[src/prs_pkg.sv]
`timescale 1ns / 1ps
// ----------------------------------------------------------------------------
// prs_pkg: shared types and constants of the priority ready scheduler
// Field widths of the item channels, mode and status codes, and the default
// thread count.
// ----------------------------------------------------------------------------
package prs_pkg;

  // Field widths of the item channels.
  localparam int unsigned MODE_W   = 2;
  localparam int unsigned INDEX_W  = 4;
  localparam int unsigned TICKS_W  = 32;
  localparam int unsigned STATUS_W = 2;

  // Default number of threads with a delay counter.
  localparam int unsigned DEFAULT_THREADS = 8;

  // Operation carried by an input item.
  typedef enum logic [MODE_W-1:0] {
    MODE_TICK   = 2'd0,
    MODE_DELAY  = 2'd1,
    MODE_YIELD  = 2'd2,
    MODE_CREATE = 2'd3
  } mode_e;

  // Outcome reported with each result item.
  typedef enum logic [STATUS_W-1:0] {
    STATUS_OK        = 2'd0,
    STATUS_RANGE     = 2'd1,
    STATUS_IS_READY  = 2'd2
  } status_e;

endpackage

[src/prs_in_if.sv]
`timescale 1ns / 1ps
// ----------------------------------------------------------------------------
// prs_in_if: request channel of the priority ready scheduler
// Valid/ready channel that carries one scheduler operation per item.
// ----------------------------------------------------------------------------
interface prs_in_if;
  logic                          valid;
  logic                          ready;
  logic [prs_pkg::MODE_W-1:0]    mode;
  logic [prs_pkg::INDEX_W-1:0]   thread_index;
  logic [prs_pkg::TICKS_W-1:0]   delay_ticks;

  modport source (output valid, output mode, output thread_index, output delay_ticks,
                  input ready);
  modport sink   (input valid, input mode, input thread_index, input delay_ticks,
                  output ready);
endinterface

[src/prs_out_if.sv]
`timescale 1ns / 1ps
// ----------------------------------------------------------------------------
// prs_out_if: result channel of the priority ready scheduler
// Valid/ready channel that carries one scheduling result per item.
// ----------------------------------------------------------------------------
interface prs_out_if;
  logic                          valid;
  logic                          ready;
  logic [prs_pkg::STATUS_W-1:0]  status;
  logic [prs_pkg::INDEX_W-1:0]   running_thread;
  logic [prs_pkg::INDEX_W-1:0]   previous_thread;
  logic                          switch_request;

  modport source (output valid, output status, output running_thread,
                  output previous_thread, output switch_request, input ready);
  modport sink   (input valid, input status, input running_thread,
                  input previous_thread, input switch_request, output ready);
endinterface

[src/prs_ram.sv]
`timescale 1ns / 1ps
// ----------------------------------------------------------------------------
// prs_ram: generic single-write, single-read memory
// One write port and one read port with registered read data.
// ----------------------------------------------------------------------------
module prs_ram #(
  parameter int unsigned WIDTH = 32,
  parameter int unsigned DEPTH = 8,
  localparam int unsigned AW   = (DEPTH > 1) ? $clog2(DEPTH) : 1
) (
  input  logic             clk_i,
  input  logic             we_i,
  input  logic [AW-1:0]    waddr_i,
  input  logic [WIDTH-1:0] wdata_i,
  input  logic [AW-1:0]    raddr_i,
  output logic [WIDTH-1:0] rdata_o
);

  logic [WIDTH-1:0] mem_q [DEPTH];
  logic [WIDTH-1:0] rdata_q;

  // Write port and registered read port.
  always_ff @(posedge clk_i) begin
    if (we_i) begin
      mem_q[waddr_i] <= wdata_i;
    end
    rdata_q <= mem_q[raddr_i];
  end

  assign rdata_o = rdata_q;

endmodule

[src/prs_seq.sv]
`timescale 1ns / 1ps
// ----------------------------------------------------------------------------
// prs_seq: sequencer and shared datapath of the priority ready scheduler
// On a tick, walks the delay counters through one shared decrementer; then
// scans the ready bits one slot a cycle to pick the lowest ready slot.
// ----------------------------------------------------------------------------
module prs_seq #(
  parameter int unsigned THREADS = prs_pkg::DEFAULT_THREADS,
  localparam int unsigned AW     = (THREADS > 1) ? $clog2(THREADS) : 1
) (
  input  logic                        clk_i,
  input  logic                        rst_ni,
  prs_in_if.sink                      in_i,
  prs_out_if.source                   out_o,
  output logic                        ram_we_o,
  output logic [AW-1:0]               ram_waddr_o,
  output logic [prs_pkg::TICKS_W-1:0] ram_wdata_o,
  output logic [AW-1:0]               ram_raddr_o,
  input  logic [prs_pkg::TICKS_W-1:0] ram_rdata_i
);
  import prs_pkg::*;

  // Slot numbers run from 0 to THREADS; slot THREADS is the idle slot.
  localparam int unsigned SW = $clog2(THREADS + 1);
  localparam int unsigned XW = (SW > INDEX_W) ? SW : INDEX_W;

  typedef enum logic [3:0] {
    S_IDLE = 4'b0001,
    S_TICK = 4'b0010,
    S_SCAN = 4'b0100,
    S_RESP = 4'b1000
  } state_e;

  state_e               state_q, state_d;
  logic [THREADS:0]     ready_q, ready_d;
  logic [THREADS-1:0]   cvalid_q, cvalid_d;
  logic [SW-1:0]        cur_q, cur_d;
  logic [SW-1:0]        last_q, last_d;
  logic                 sw_q, sw_d;
  logic [STATUS_W-1:0]  status_q, status_d;
  logic [SW-1:0]        ptr_q, ptr_d;
  logic                 pend_q, pend_d;
  logic [AW-1:0]        wptr_q, wptr_d;

  logic                 out_valid_q, out_valid_d;
  logic [STATUS_W-1:0]  out_status_q, out_status_d;
  logic [INDEX_W-1:0]   out_run_q, out_run_d;
  logic [INDEX_W-1:0]   out_prev_q, out_prev_d;
  logic                 out_sw_q, out_sw_d;

  logic                 accept;
  logic                 out_free;
  logic                 rd_issue;
  logic [TICKS_W-1:0]   cnt_cur;
  logic [TICKS_W-1:0]   cnt_dec;
  logic [XW-1:0]        cur_ext;
  logic [XW-1:0]        last_ext;
  logic [SW-1:0]        idx_slot;
  logic [AW-1:0]        idx_addr;
  logic                 idx_bad;

  assign accept   = in_i.valid && in_i.ready;
  assign out_free = !out_valid_q || out_o.ready;
  assign rd_issue = (ptr_q < SW'(THREADS));

  assign idx_slot = SW'(in_i.thread_index);
  assign idx_addr = AW'(in_i.thread_index);
  assign idx_bad  = (32'(in_i.thread_index) >= 32'(THREADS));

  // Shared decrementer: a counter that was never written reads as zero.
  assign cnt_cur = cvalid_q[wptr_q] ? ram_rdata_i : '0;
  assign cnt_dec = cnt_cur - TICKS_W'(1);

  assign cur_ext  = XW'(cur_q);
  assign last_ext = XW'(last_q);

  assign ram_raddr_o = ptr_q[AW-1:0];

  // Sequencer and scheduler state.
  always_comb begin
    state_d      = state_q;
    ready_d      = ready_q;
    cvalid_d     = cvalid_q;
    cur_d        = cur_q;
    last_d       = last_q;
    sw_d         = sw_q;
    status_d     = status_q;
    ptr_d        = ptr_q;
    pend_d       = pend_q;
    wptr_d       = wptr_q;
    out_valid_d  = out_valid_q;
    out_status_d = out_status_q;
    out_run_d    = out_run_q;
    out_prev_d   = out_prev_q;
    out_sw_d     = out_sw_q;
    ram_we_o     = 1'b0;
    ram_waddr_o  = wptr_q;
    ram_wdata_o  = cnt_dec;

    if (out_o.valid && out_o.ready) begin
      out_valid_d = 1'b0;
    end

    case (state_q)
      S_IDLE: begin
        if (accept) begin
          status_d = STATUS_OK;
          sw_d     = 1'b0;
          ptr_d    = '0;
          pend_d   = 1'b0;
          case (mode_e'(in_i.mode))
            MODE_TICK: begin
              state_d = S_TICK;
            end
            MODE_DELAY: begin
              if (in_i.delay_ticks != '0) begin
                // The idle slot has no counter, only a ready bit.
                if (cur_q < SW'(THREADS)) begin
                  ram_we_o                 = 1'b1;
                  ram_waddr_o              = cur_q[AW-1:0];
                  ram_wdata_o              = in_i.delay_ticks;
                  cvalid_d[cur_q[AW-1:0]]  = 1'b1;
                end
                ready_d[cur_q] = 1'b0;
                state_d        = S_SCAN;
              end else begin
                state_d = S_RESP;
              end
            end
            MODE_YIELD: begin
              state_d = S_SCAN;
            end
            MODE_CREATE: begin
              if (idx_bad) begin
                status_d = STATUS_RANGE;
              end else if (ready_q[idx_slot]) begin
                status_d = STATUS_IS_READY;
              end else begin
                // A counter without its valid bit reads as zero.
                cvalid_d[idx_addr] = 1'b0;
                ready_d[idx_slot]  = 1'b1;
              end
              state_d = S_RESP;
            end
            default: begin
              state_d = S_RESP;
            end
          endcase
        end
      end

      S_TICK: begin
        // Read one counter a cycle and write back the one read before it.
        if (pend_q && (cnt_cur != '0)) begin
          ram_we_o         = 1'b1;
          cvalid_d[wptr_q] = 1'b1;
          if (cnt_dec == '0) begin
            ready_d[SW'(wptr_q)] = 1'b1;
          end
        end
        if (rd_issue) begin
          pend_d = 1'b1;
          wptr_d = ptr_q[AW-1:0];
          ptr_d  = ptr_q + SW'(1);
        end else begin
          pend_d  = 1'b0;
          ptr_d   = '0;
          state_d = S_SCAN;
        end
      end

      S_SCAN: begin
        // Look for the lowest ready slot, one slot a cycle.
        if (ready_q[ptr_q]) begin
          last_d  = cur_q;
          cur_d   = ptr_q;
          sw_d    = (ptr_q != cur_q);
          state_d = S_RESP;
        end else if (ptr_q == SW'(THREADS)) begin
          last_d  = cur_q;
          sw_d    = 1'b0;
          state_d = S_RESP;
        end else begin
          ptr_d = ptr_q + SW'(1);
        end
      end

      S_RESP: begin
        if (out_free) begin
          out_valid_d  = 1'b1;
          out_status_d = status_q;
          out_run_d    = cur_ext[INDEX_W-1:0];
          out_prev_d   = last_ext[INDEX_W-1:0];
          out_sw_d     = sw_q;
          state_d      = S_IDLE;
        end
      end

      default: begin
        state_d = S_IDLE;
      end
    endcase
  end

  // Control and scheduler registers.
  always_ff @(posedge clk_i or negedge rst_ni) begin
    if (!rst_ni) begin
      state_q     <= S_IDLE;
      ready_q     <= '0;
      cvalid_q    <= '0;
      cur_q       <= '0;
      last_q      <= '0;
      sw_q        <= 1'b0;
      status_q    <= STATUS_OK;
      ptr_q       <= '0;
      pend_q      <= 1'b0;
      wptr_q      <= '0;
      out_valid_q <= 1'b0;
    end else begin
      state_q     <= state_d;
      ready_q     <= ready_d;
      cvalid_q    <= cvalid_d;
      cur_q       <= cur_d;
      last_q      <= last_d;
      sw_q        <= sw_d;
      status_q    <= status_d;
      ptr_q       <= ptr_d;
      pend_q      <= pend_d;
      wptr_q      <= wptr_d;
      out_valid_q <= out_valid_d;
    end
  end

  // Result payload register.
  always_ff @(posedge clk_i) begin
    out_status_q <= out_status_d;
    out_run_q    <= out_run_d;
    out_prev_q   <= out_prev_d;
    out_sw_q     <= out_sw_d;
  end

  assign in_i.ready            = (state_q == S_IDLE);
  assign out_o.valid           = out_valid_q;
  assign out_o.status          = out_status_q;
  assign out_o.running_thread  = out_run_q;
  assign out_o.previous_thread = out_prev_q;
  assign out_o.switch_request  = out_sw_q;

endmodule

[src/priority_ready_scheduler.sv]
`timescale 1ns / 1ps
// ----------------------------------------------------------------------------
// priority_ready_scheduler: bitmap priority scheduler with delay timers
// Keeps a ready bit and a delay counter per thread plus the running slot,
// and answers tick, delay, yield and create operations.
// ----------------------------------------------------------------------------
// Usage:
//   in_i carries one operation per item (mode, thread_index, delay_ticks);
//   out_o returns exactly one result item for every accepted item.
//   in_i.ready is high only while the sequencer is idle; one item is worked
//   on at a time, and the next item may be taken while a result still waits.
// Steps from accept to result valid:
//   create, or delay with zero ticks: straight to the result state.
//   yield, or delay with nonzero ticks: a ready-bit scan that visits 1 to
//   THREADS+1 slots, then the result state.
//   tick: a counter pass, then the scan and the result state; the counters go
//   through one shared decrementer, one counter a cycle, from a counter memory
//   with one read and one write port.
//   A new item can be taken in the same cycle in which its result becomes valid.
// Reset clears all ready bits, all counters (by per-entry valid bits) and
// the running slot at once; no clearing pass is needed.
// When out_o.ready stays low, the finished result is held, and a second
// finished result waits in the sequencer, holding in_i.ready low.
// ----------------------------------------------------------------------------
module priority_ready_scheduler #(
  parameter int unsigned THREADS = prs_pkg::DEFAULT_THREADS
) (
  input  logic      clk_i,
  input  logic      rst_ni,
  prs_in_if.sink    in_i,
  prs_out_if.source out_o
);
  import prs_pkg::*;

  localparam int unsigned AW = (THREADS > 1) ? $clog2(THREADS) : 1;

  logic               ram_we;
  logic [AW-1:0]      ram_waddr;
  logic [TICKS_W-1:0] ram_wdata;
  logic [AW-1:0]      ram_raddr;
  logic [TICKS_W-1:0] ram_rdata;

  // Sequencer with the shared decrementer and slot scan.
  prs_seq #(
    .THREADS (THREADS)
  ) u_seq (
    .clk_i       (clk_i),
    .rst_ni      (rst_ni),
    .in_i        (in_i),
    .out_o       (out_o),
    .ram_we_o    (ram_we),
    .ram_waddr_o (ram_waddr),
    .ram_wdata_o (ram_wdata),
    .ram_raddr_o (ram_raddr),
    .ram_rdata_i (ram_rdata)
  );

  // Delay counter store, one entry per thread.
  prs_ram #(
    .WIDTH (TICKS_W),
    .DEPTH (THREADS)
  ) u_cnt_ram (
    .clk_i   (clk_i),
    .we_i    (ram_we),
    .waddr_i (ram_waddr),
    .wdata_i (ram_wdata),
    .raddr_i (ram_raddr),
    .rdata_o (ram_rdata)
  );

endmodule
[src/flat_wrapper.sv]
// flat-port wrapper written by rule: the top's interface ports become plain ports
module priority_ready_scheduler_flat import prs_pkg::*;
#(
  parameter int unsigned THREADS = prs_pkg::DEFAULT_THREADS
)
  (clk_i, rst_ni, in_i_valid, in_i_mode, in_i_thread_index, in_i_delay_ticks, in_i_ready, out_o_valid, out_o_status, out_o_running_thread, out_o_previous_thread, out_o_switch_request, out_o_ready);
  prs_in_if in_i_i ();
  prs_out_if out_o_i ();
  input  logic clk_i;
  input  logic rst_ni;
  input wire logic [$bits(in_i_i.valid)-1:0] in_i_valid;
  input wire logic [$bits(in_i_i.mode)-1:0] in_i_mode;
  input wire logic [$bits(in_i_i.thread_index)-1:0] in_i_thread_index;
  input wire logic [$bits(in_i_i.delay_ticks)-1:0] in_i_delay_ticks;
  output wire logic [$bits(in_i_i.ready)-1:0] in_i_ready;
  output wire logic [$bits(out_o_i.valid)-1:0] out_o_valid;
  output wire logic [$bits(out_o_i.status)-1:0] out_o_status;
  output wire logic [$bits(out_o_i.running_thread)-1:0] out_o_running_thread;
  output wire logic [$bits(out_o_i.previous_thread)-1:0] out_o_previous_thread;
  output wire logic [$bits(out_o_i.switch_request)-1:0] out_o_switch_request;
  input wire logic [$bits(out_o_i.ready)-1:0] out_o_ready;
  assign in_i_i.valid = in_i_valid;
  assign in_i_i.mode = in_i_mode;
  assign in_i_i.thread_index = in_i_thread_index;
  assign in_i_i.delay_ticks = in_i_delay_ticks;
  assign in_i_ready = in_i_i.ready;
  assign out_o_valid = out_o_i.valid;
  assign out_o_status = out_o_i.status;
  assign out_o_running_thread = out_o_i.running_thread;
  assign out_o_previous_thread = out_o_i.previous_thread;
  assign out_o_switch_request = out_o_i.switch_request;
  assign out_o_i.ready = out_o_ready;
  priority_ready_scheduler #(.THREADS(THREADS)) u_core (.clk_i(clk_i), .rst_ni(rst_ni), .in_i(in_i_i), .out_o(out_o_i));
endmodule
[config.mk]
export PLATFORM = sky130hd
export DESIGN_NAME = priority_ready_scheduler_flat
export DESIGN_NICKNAME = d
export VERILOG_FILES = /design/src/prs_pkg.sv /design/src/prs_in_if.sv /design/src/prs_out_if.sv /design/src/prs_ram.sv /design/src/prs_seq.sv /design/src/priority_ready_scheduler.sv /design/src/flat_wrapper.sv
export SDC_FILE = /design/constraint.sdc
export NUM_CORES = 1
export LEC_CHECK = 0
export CORE_AREA = 2 2 160 162
export CTS_CLUSTER_DIAMETER = 150
export DETAILED_ROUTE_END_ITERATION = 8
export DIE_AREA = 0 0 162 164
export DONT_BUFFER_PORTS = 1
export HOLD_SLACK_MARGIN = 0.12
export PLACE_DENSITY = 0.77
export SLEW_MARGIN = 15
export SYNTH_ARGS = -nofsm -noshare
export SYNTH_HDL_FRONTEND = slang
export SYNTH_SLANG_ARGS = --single-unit
[constraint.sdc]
create_clock -name clk_i -period 7.3 [get_ports clk_i]
set_input_delay 1.095 -clock clk_i [delete_from_list [all_inputs] [get_ports clk_i]]
set_output_delay 1.095 -clock clk_i [all_outputs]
set_load 0.1 [all_outputs]
==> results of run 1 <==
per-layer routing:
metal	vias up	wire, um	GRT usage (%)	share of wire (%)
met5	-	0	0	0
met4	0	698	7.28	2.2
met3	53	2670	5.33	8.3
met2	388	15700	40.4	48
met1	4336	13300	34.9	41
li1	3746	-	-	-
power groups by stage:
stage | Combinational, uW | Sequential, uW | Clock (uW)
floorplan | 1310 | 2900 | 0
global placement | 1620 | 3040 | 0
detailed placement | 1670 | 3040 | 0
CTS | 1670 | 3010 | 1800
global route | 1840 | 3040 | 1880
finish | 1690 | 3010 | 1780
per-stage QoR:
step / utilization [%] / worst slack (ps) / hold WS (ps) / instances / cell area [um2]
final: 65.1 / 1760 / 266 / 1305 / 16200
after global routing: 65.1 / 1480 / 249 / 1305 / 16200
after CTS: 64.8 / 1800 / 251 / 1302 / 16100
after detailed placement: 60.1 / 1810 / 434 / 1236 / 14900
after global placement: 60.1 / 2020 / 429 / 1236 / 14900
after floorplan: - / 2080 / 419 / 951 / 14600
flip-flops by register name, indices dropped and copies added, names as in the netlist:
signal,cells
u_core.u_seq.state_q,4
u_core.u_seq.status_q,2
u_core.u_seq.out_o.valid,1
u_core.u_seq.ready_q,9
u_core.u_seq.wptr_q,3
u_core.u_seq.ptr_q,4
u_core.u_seq.last_ext,4
u_core.u_seq.out_o.switch_request,1
u_core.u_seq.cvalid_q,8
u_core.u_seq.sw_q,1
u_core.u_cnt_ram.mem_q,256
u_core.u_seq.out_o.running_thread,4
u_core.u_seq.pend_q,1
u_core.u_seq.out_o.status,2
u_core.u_cnt_ram.rdata_o,32
u_core.u_seq.cur_ext,4
u_core.u_seq.out_o.previous_thread,4
path summary, 6_finish.rpt:
kind                                     startpoint                                    end  slack (ps)  depth (start not counted)
max                          u_core.u_seq.wptr_q[1]          u_core.u_cnt_ram.mem_q[7][25]        1760                         14
min                                          rst_ni               u_core.u_seq.last_ext[3]         270                          0
max reg2reg                  u_core.u_seq.wptr_q[1]          u_core.u_cnt_ram.mem_q[7][25]        1760                         14
min reg2reg                u_core.u_seq.last_ext[0]  u_core.u_seq.out_o.previous_thread[0]         440                          0
max in group asynchronous                    rst_ni                u_core.u_seq.state_q[0]        6840                          0
min in group clk_i         u_core.u_seq.last_ext[0]  u_core.u_seq.out_o.previous_thread[0]         440                          0
cell type report:
| type | count | area, um2 | area share, % |
|---|---|---|---|
| clock buffers | 49 | 1010 | 6.26 |
| multi-input cells | 539 | 4670 | 28.9 |
| repair buffers | 13 | 158 | 0.976 |
| flip-flops and latches | 340 | 9690 | 60.0 |
| inverters | 17 | 63.8 | 0.395 |
| clock inverters | 17 | 151 | 0.937 |
| well taps | 330 | 413 | 2.56 |
cell families after synthesis:
kind of cell	after synthesis	synth area share (%)
adder cells (fa/ha/maj)	5	0.428
buffers and inverters	72	2.31
XOR/XNOR	23	1.38
AND/OR/NAND/NOR	270	9.58
flip-flops	340	66.2
AO/OA/AOI/OAI	128	6.18
multiplexers	113	13.9
layout by cell type (no fill, tap or decap), types with 21 or more instances in the layout:
cell type / Yosys / routed
a21oi_1: 22 / 22
clkbuf_16: 0 / 38
mux2_2: 42 / 42
mux4_2: 68 / 68
o21ai_0: 24 / 24
dfxtp_1: 32 / 32
nor4_1: 22 / 22
edfxtp_1: 267 / 267
nor2_1: 75 / 67
nand2_1: 57 / 57
nor3_1: 22 / 21
dfrtp_1: 40 / 37
==> impl_metrics.json, run 1 <==
{
  "rsz0062_at_grt": "false",
  "min_path_type": "input pin to async pin",
  "grt_pass1_vias": 8551,
  "die_w_um": 162,
  "synth_commonest_cells": "267 x edfxtp_1, 75 x nor2_1, 68 x mux4_2",
  "cp.arrival_ps": 5800,
  "yosysSeqAreaShare_pct": 66.2,
  "synth_edf_count": 267,
  "rows": 58,
  "criticalPathCategory": "flip-flop to flip-flop",
  "post_cts_resized": 0,
  "worstMarginPinSlew_ps": 1170,
  "first_pass_iters": 5,
  "diodes": 0,
  "finalPower_uw": 6480,
  "power_frac_comb_pct": 26.0,
  "crit_buf_inv": 2,
  "timing.final.crit_period_ps": 5540,
  "clock_path_buffers": 3,
  "cp_max_fo": 28,
  "cts_buffers": 36,
  "irDropWorstVdd_mv": 0.258,
  "switching_share_pct": 32.4,
  "yosys.cell_count.top_type": "edfxtp_1",
  "ios": 55,
  "clk-insertion-delay-late_ps": 520,
  "relSlewSlack_pct": 22.1,
  "finalNetCount": 994,
  "ys_ff_latch": 340,
  "postCtsSetupBuffers": 0,
  "p_leak_uw": 0.00523,
  "cp-start-kind": "flip-flop",
  "synth_top_area_share_pct": 54.8,
  "area_growth_pct": 10.5,
  "slew_violations": 0,
  "synth_area_mm2": 0.0146,
  "yosysTopAreaCell": "edfxtp_1",
  "yosysWarningCount": 0,
  "coreArea_mm2": 0.0248,
  "critPathTopFamily": "simple AND/OR/NAND/NOR gates",
  "synth_nets": 998,
  "viasPerCell": 6.53,
  "cpPeakStageDelay_ps": 660,
  "synthFlopType": "edfxtp_1",
  "setup_viol": 0,
  "clkPwrFrac_pct": 27.5,
  "synth_async_sr_flop_share_pct": 12.1,
  "critPathSlowestCell": "a21oi_1",
  "fin_crit_sh_pct": 75.9,
  "grt.overflow.total": 0,
  "fin_worst_skew_ps": 18.6,
  "p_per_area_mw_per_mm2": 401,
  "dieArea_mm2": 0.0266,
  "drc": 0,
  "dr.first_iter.drc_count": 898,
  "num-fill-cells": 1706,
  "clock_sinks": 340,
  "antenna_found_initial": 0,
  "drv_cap": 0,
  "num_vias": 8523,
  "power_frac_seq_pct": 46.4,
  "p_int_uw": 4380,
  "yosys-top-cells-area": "edfxtp_1 55%, mux4_2 10%, dfrtp_1 6.8%",
  "port_buffers": 0,
  "grt_pass1_wl_um": 50300,
  "ctsHoldBuffers": 0,
  "clock-root-buffer": "clkbuf_16",
  "routedWlPerCell_um": 24.8,
  "cts.clk_slew.worst_paths_ps": 60,
  "track_usage_pct": 25.0,
  "timing.setup.tns_ps": 0,
  "critical_path.endpoint_type": "flip-flop",
  "drive_gt1_share_pct": 21.8,
  "fmax_ghz": 0.180,
  "worstPathCellList": "nand2b_1 -> o32ai_1 -> or3_1 -> buf_4 -> nand2_1 -> ha_1 -> or4b_4 -> or4_4 -> nor4_1 -> o21a_1 -> nor3_1 -> a21oi_1 -> nor2_4 -> buf_16",
  "hold_viol_final": 0,
  "syn_inst": 951,
  "cts_tree": "yes",
  "synth_cell_types": 76,
  "status": "finished, final reports clean",
  "cp.required_ps": 7560,
  "grt_start_max_net_pins": 67,
  "routed_wirelength_um": 32300,
  "htreeDepth": 2,
  "die_h_um": 164,
  "route.antenna.remaining_nets": 0,
  "avgSynthCellArea_um2": 15.4,
  "place.gp.congestion": 0.931,
  "dp_hpwl_um": 20000,
  "start_util_pct": 58.9,
  "p_switching_uw": 2100
}
(Power assumes the default switching activity.)
==> run 2: changes to the inputs <==
--- a/config.mk
+++ b/config.mk
@@ -5,13 +5,13 @@
 export SDC_FILE = /design/constraint.sdc
 export NUM_CORES = 1
 export LEC_CHECK = 0
-export CORE_AREA = 2 2 160 162
+export CORE_AREA = 2 2 164 166
 export CTS_CLUSTER_DIAMETER = 150
 export DETAILED_ROUTE_END_ITERATION = 8
-export DIE_AREA = 0 0 162 164
+export DIE_AREA = 0 0 166 168
 export DONT_BUFFER_PORTS = 1
 export HOLD_SLACK_MARGIN = 0.12
-export PLACE_DENSITY = 0.77
+export PLACE_DENSITY = 0.76
 export SLEW_MARGIN = 15
 export SYNTH_ARGS = -nofsm -noshare
 export SYNTH_HDL_FRONTEND = slang
==> constraint.sdc (replaced) <==
create_clock -name clk_i -period 4.6 [get_ports clk_i]
set_input_delay 0.69 -clock clk_i [delete_from_list [all_inputs] [get_ports clk_i]]
set_output_delay 0.69 -clock clk_i [all_outputs]
set_load 0.1 [all_outputs]
==> run 2 against run 1 <==
Setup slack lost 1600 ps; flip-flop and latch count is the same; sequential share of layout area shrank 0.73 points; highest routed layer is now met5; total power grew 61%; non-clock buffer count grew 19; count of clock-buffer cells in the layout is the same; die area grew 5.0%; critical path depth grew 1; first-iteration DRC count shrank 15%; via count grew 1.3%.
==> impl_metrics.json, run 2 (synthesis results as in run 1) <==
{
  "power_frac_comb_pct": 27.0,
  "timing.setup.tns_ps": 0,
  "largest_reg_flops": 256,
  "rsz0062_at_grt": "false",
  "routedWlPerCell_um": 24.9,
  "cts_buffers": 36,
  "area_growth_pct": 11.9,
  "power_frac_seq_pct": 46.0,
  "finalWorstSetupSlack_ps": 199,
  "cp_max_fo": 33,
  "first_pass_iters": 5,
  "status": "finished, final reports clean",
  "cp-start-kind": "flip-flop",
  "finalNetCount": 1016,
  "reg2reg_depth": 15,
  "die_w_um": 166,
  "p_int_uw": 7000,
  "place.gp.congestion": 0.902,
  "grt_pass1_vias": 8560,
  "wl_met2_um": 16000,
  "num_vias": 8635,
  "hold_viol_final": 0,
  "clock_sinks": 340,
  "cts_tree": "yes",
  "wl_met3_um": 2830,
  "die_h_um": 168,
  "track_usage_pct": 23.6,
  "p_per_area_mw_per_mm2": 636,
  "fin_worst_skew_ps": 26.0,
  "port_buffers": 0,
  "clk-insertion-delay-late_ps": 520,
  "largest_register": "u_core.u_cnt_ram.mem_q",
  "drc": 0,
  "irDropWorstVdd_mv": 0.669,
  "p_leak_uw": 0.00533,
  "htreeDepth": 2,
  "finalPower_uw": 10400,
  "wl_met1_um": 13700,
  "dieArea_mm2": 0.0279,
  "cp.arrival_ps": 4780,
  "setup_viol": 0,
  "clock_path_buffers": 3,
  "critical_path.endpoint_type": "flip-flop",
  "p_switching_uw": 3420,
  "place_ws_ps": -3.67,
  "antenna_found_initial": 1,
  "diodes": 0,
  "criticalPathCategory": "flip-flop to flip-flop",
  "mostFrequentLayoutCell": "edfxtp_1",
  "drv_cap": 0,
  "slew_violations": 0,
  "route.antenna.remaining_nets": 0,
  "min_path_type": "input pin to flip-flop",
  "grt.overflow.total": 0,
  "cts.clk_slew.worst_paths_ps": 60,
  "final_util_pct": 62.1,
  "switching_share_pct": 32.8,
  "viasPerCell": 6.46,
  "num-fill-cells": 1847,
  "top_layer": "met5",
  "cp.required_ps": 4980,
  "relSlewSlack_pct": 30.3,
  "grt_pass1_wl_um": 50300,
  "routed_wirelength_um": 33300,
  "dr.first_iter.drc_count": 762,
  "clock-root-buffer": "clkbuf_16",
  "grt_start_max_net_pins": 68,
  "hold_depth": 1,
  "layout_common_cells": "267 x edfxtp_1, 68 x mux4_2, 66 x nor2_1",
  "placed_cells": 1264,
  "rows": 60,
  "fmax_ghz": 0.227,
  "fin_crit_sh_pct": 95.7,
  "ios": 55,
  "dp_hpwl_um": 20200,
  "coreArea_mm2": 0.0264,
  "timing.final.crit_period_ps": 4400,
  "worstMarginPinSlew_ps": 1050,
  "fin_cells": 1337,
  "drive_gt1_share_pct": 24.3,
  "start_util_pct": 55.5,
  "clkPwrFrac_pct": 27.0
}
## run 2: changes by cell type in the layout (fill, tap and decap cells not counted), sizes merged
cell | before | now
buf | 13 | 31
clkinv | 11 | 7
clkinvlp | 3 | 5
dlygate4sd3 | 0 | 1
inv | 18 | 19
nor2 | 75 | 78
## run 2: timing repair
| item | 4_1_cts | 5_1_grt |
|---|---|---|
| endpoints found under the setup margin | 38 | 109 |
| pin swaps | 1 | 3 |
| hold endpoints to repair | 41 | 0 |
| buffers inserted | 2 | 0 |
| hold buffers | 2 | 0 |
| resized for setup | 0 | 2 |
| cloned | 0 | 3 |
## run 2: power groups by stage
stage | sequential (uW) | clock, uW | combinational (uW)
CTS | 4780 | 2840 | 2780
finish | 4790 | 2810 | 2820
global route | 4830 | 2960 | 3060
floorplan | 4600 | 0 | 2090
global placement | 4830 | 0 | 2710
detailed placement | 4840 | 0 | 2740
## run 2: per-layer routing
layer	up-vias	track usage (%)
met5	-	0
met4	2	6.77
met3	50	6.18
met2	385	37.4
met1	4405	32.8
li1	3793	-
## run 2: cell type report
class | count | area [um2] | area share, %
Clock buffer | 49 | 1000 | 6.11
Clock inverter | 16 | 159 | 0.971
Inverter | 17 | 63.8 | 0.390
Multi-Input combinational cell | 542 | 4710 | 28.8
Sequential cell | 340 | 9690 | 59.2
Tap cell | 341 | 427 | 2.61
Timing Repair Buffer | 32 | 313 | 1.91
## run 2: metrics by stage
| step | area (um2) | hold WS, ps |
|---|---|---|
| 2_1_floorplan | 14700 | 394 |
| 3_3_place_gp | 15100 | 395 |
| 3_5_place_dp | 15100 | 395 |
| 4_1_cts | 16300 | 256 |
| 5_1_grt | 16400 | 257 |
| 6_report | 16400 | 262 |
## run 2: worst max-delay path: stages, from the launching register on
cell and delay [ps]:
dfrtp_1 510, mux2i_1 220, o32ai_1 150, or3_1 470, nand2_1 130, ha_1 170, or4b_4 490, or4_4 620
nor4_2 340, o21a_1 180, nor3_1 70, a21oi_2 160, buf_12 170, nor2_4 40, buf_4 330, a2bb2oi_1 210
## run 2: worst paths after layout
path | slack [ps] | to | start
worst min register to register | 450 | u_core.u_seq.out_o.previous_thread[1] | u_core.u_seq.last_ext[1]
min in group asynchronous | 640 | u_core.u_seq.last_ext[1] | rst_ni
worst min-delay path | 260 | u_core.u_seq.state_q[0] | in_i_valid
worst max-delay path | 200 | u_core.u_seq.cvalid_q[1] | u_core.u_seq.wptr_q[1]
max in group asynchronous | 3680 | u_core.u_seq.state_q[0] | rst_ni
worst max register to register | 200 | u_core.u_seq.cvalid_q[1] | u_core.u_seq.wptr_q[1]
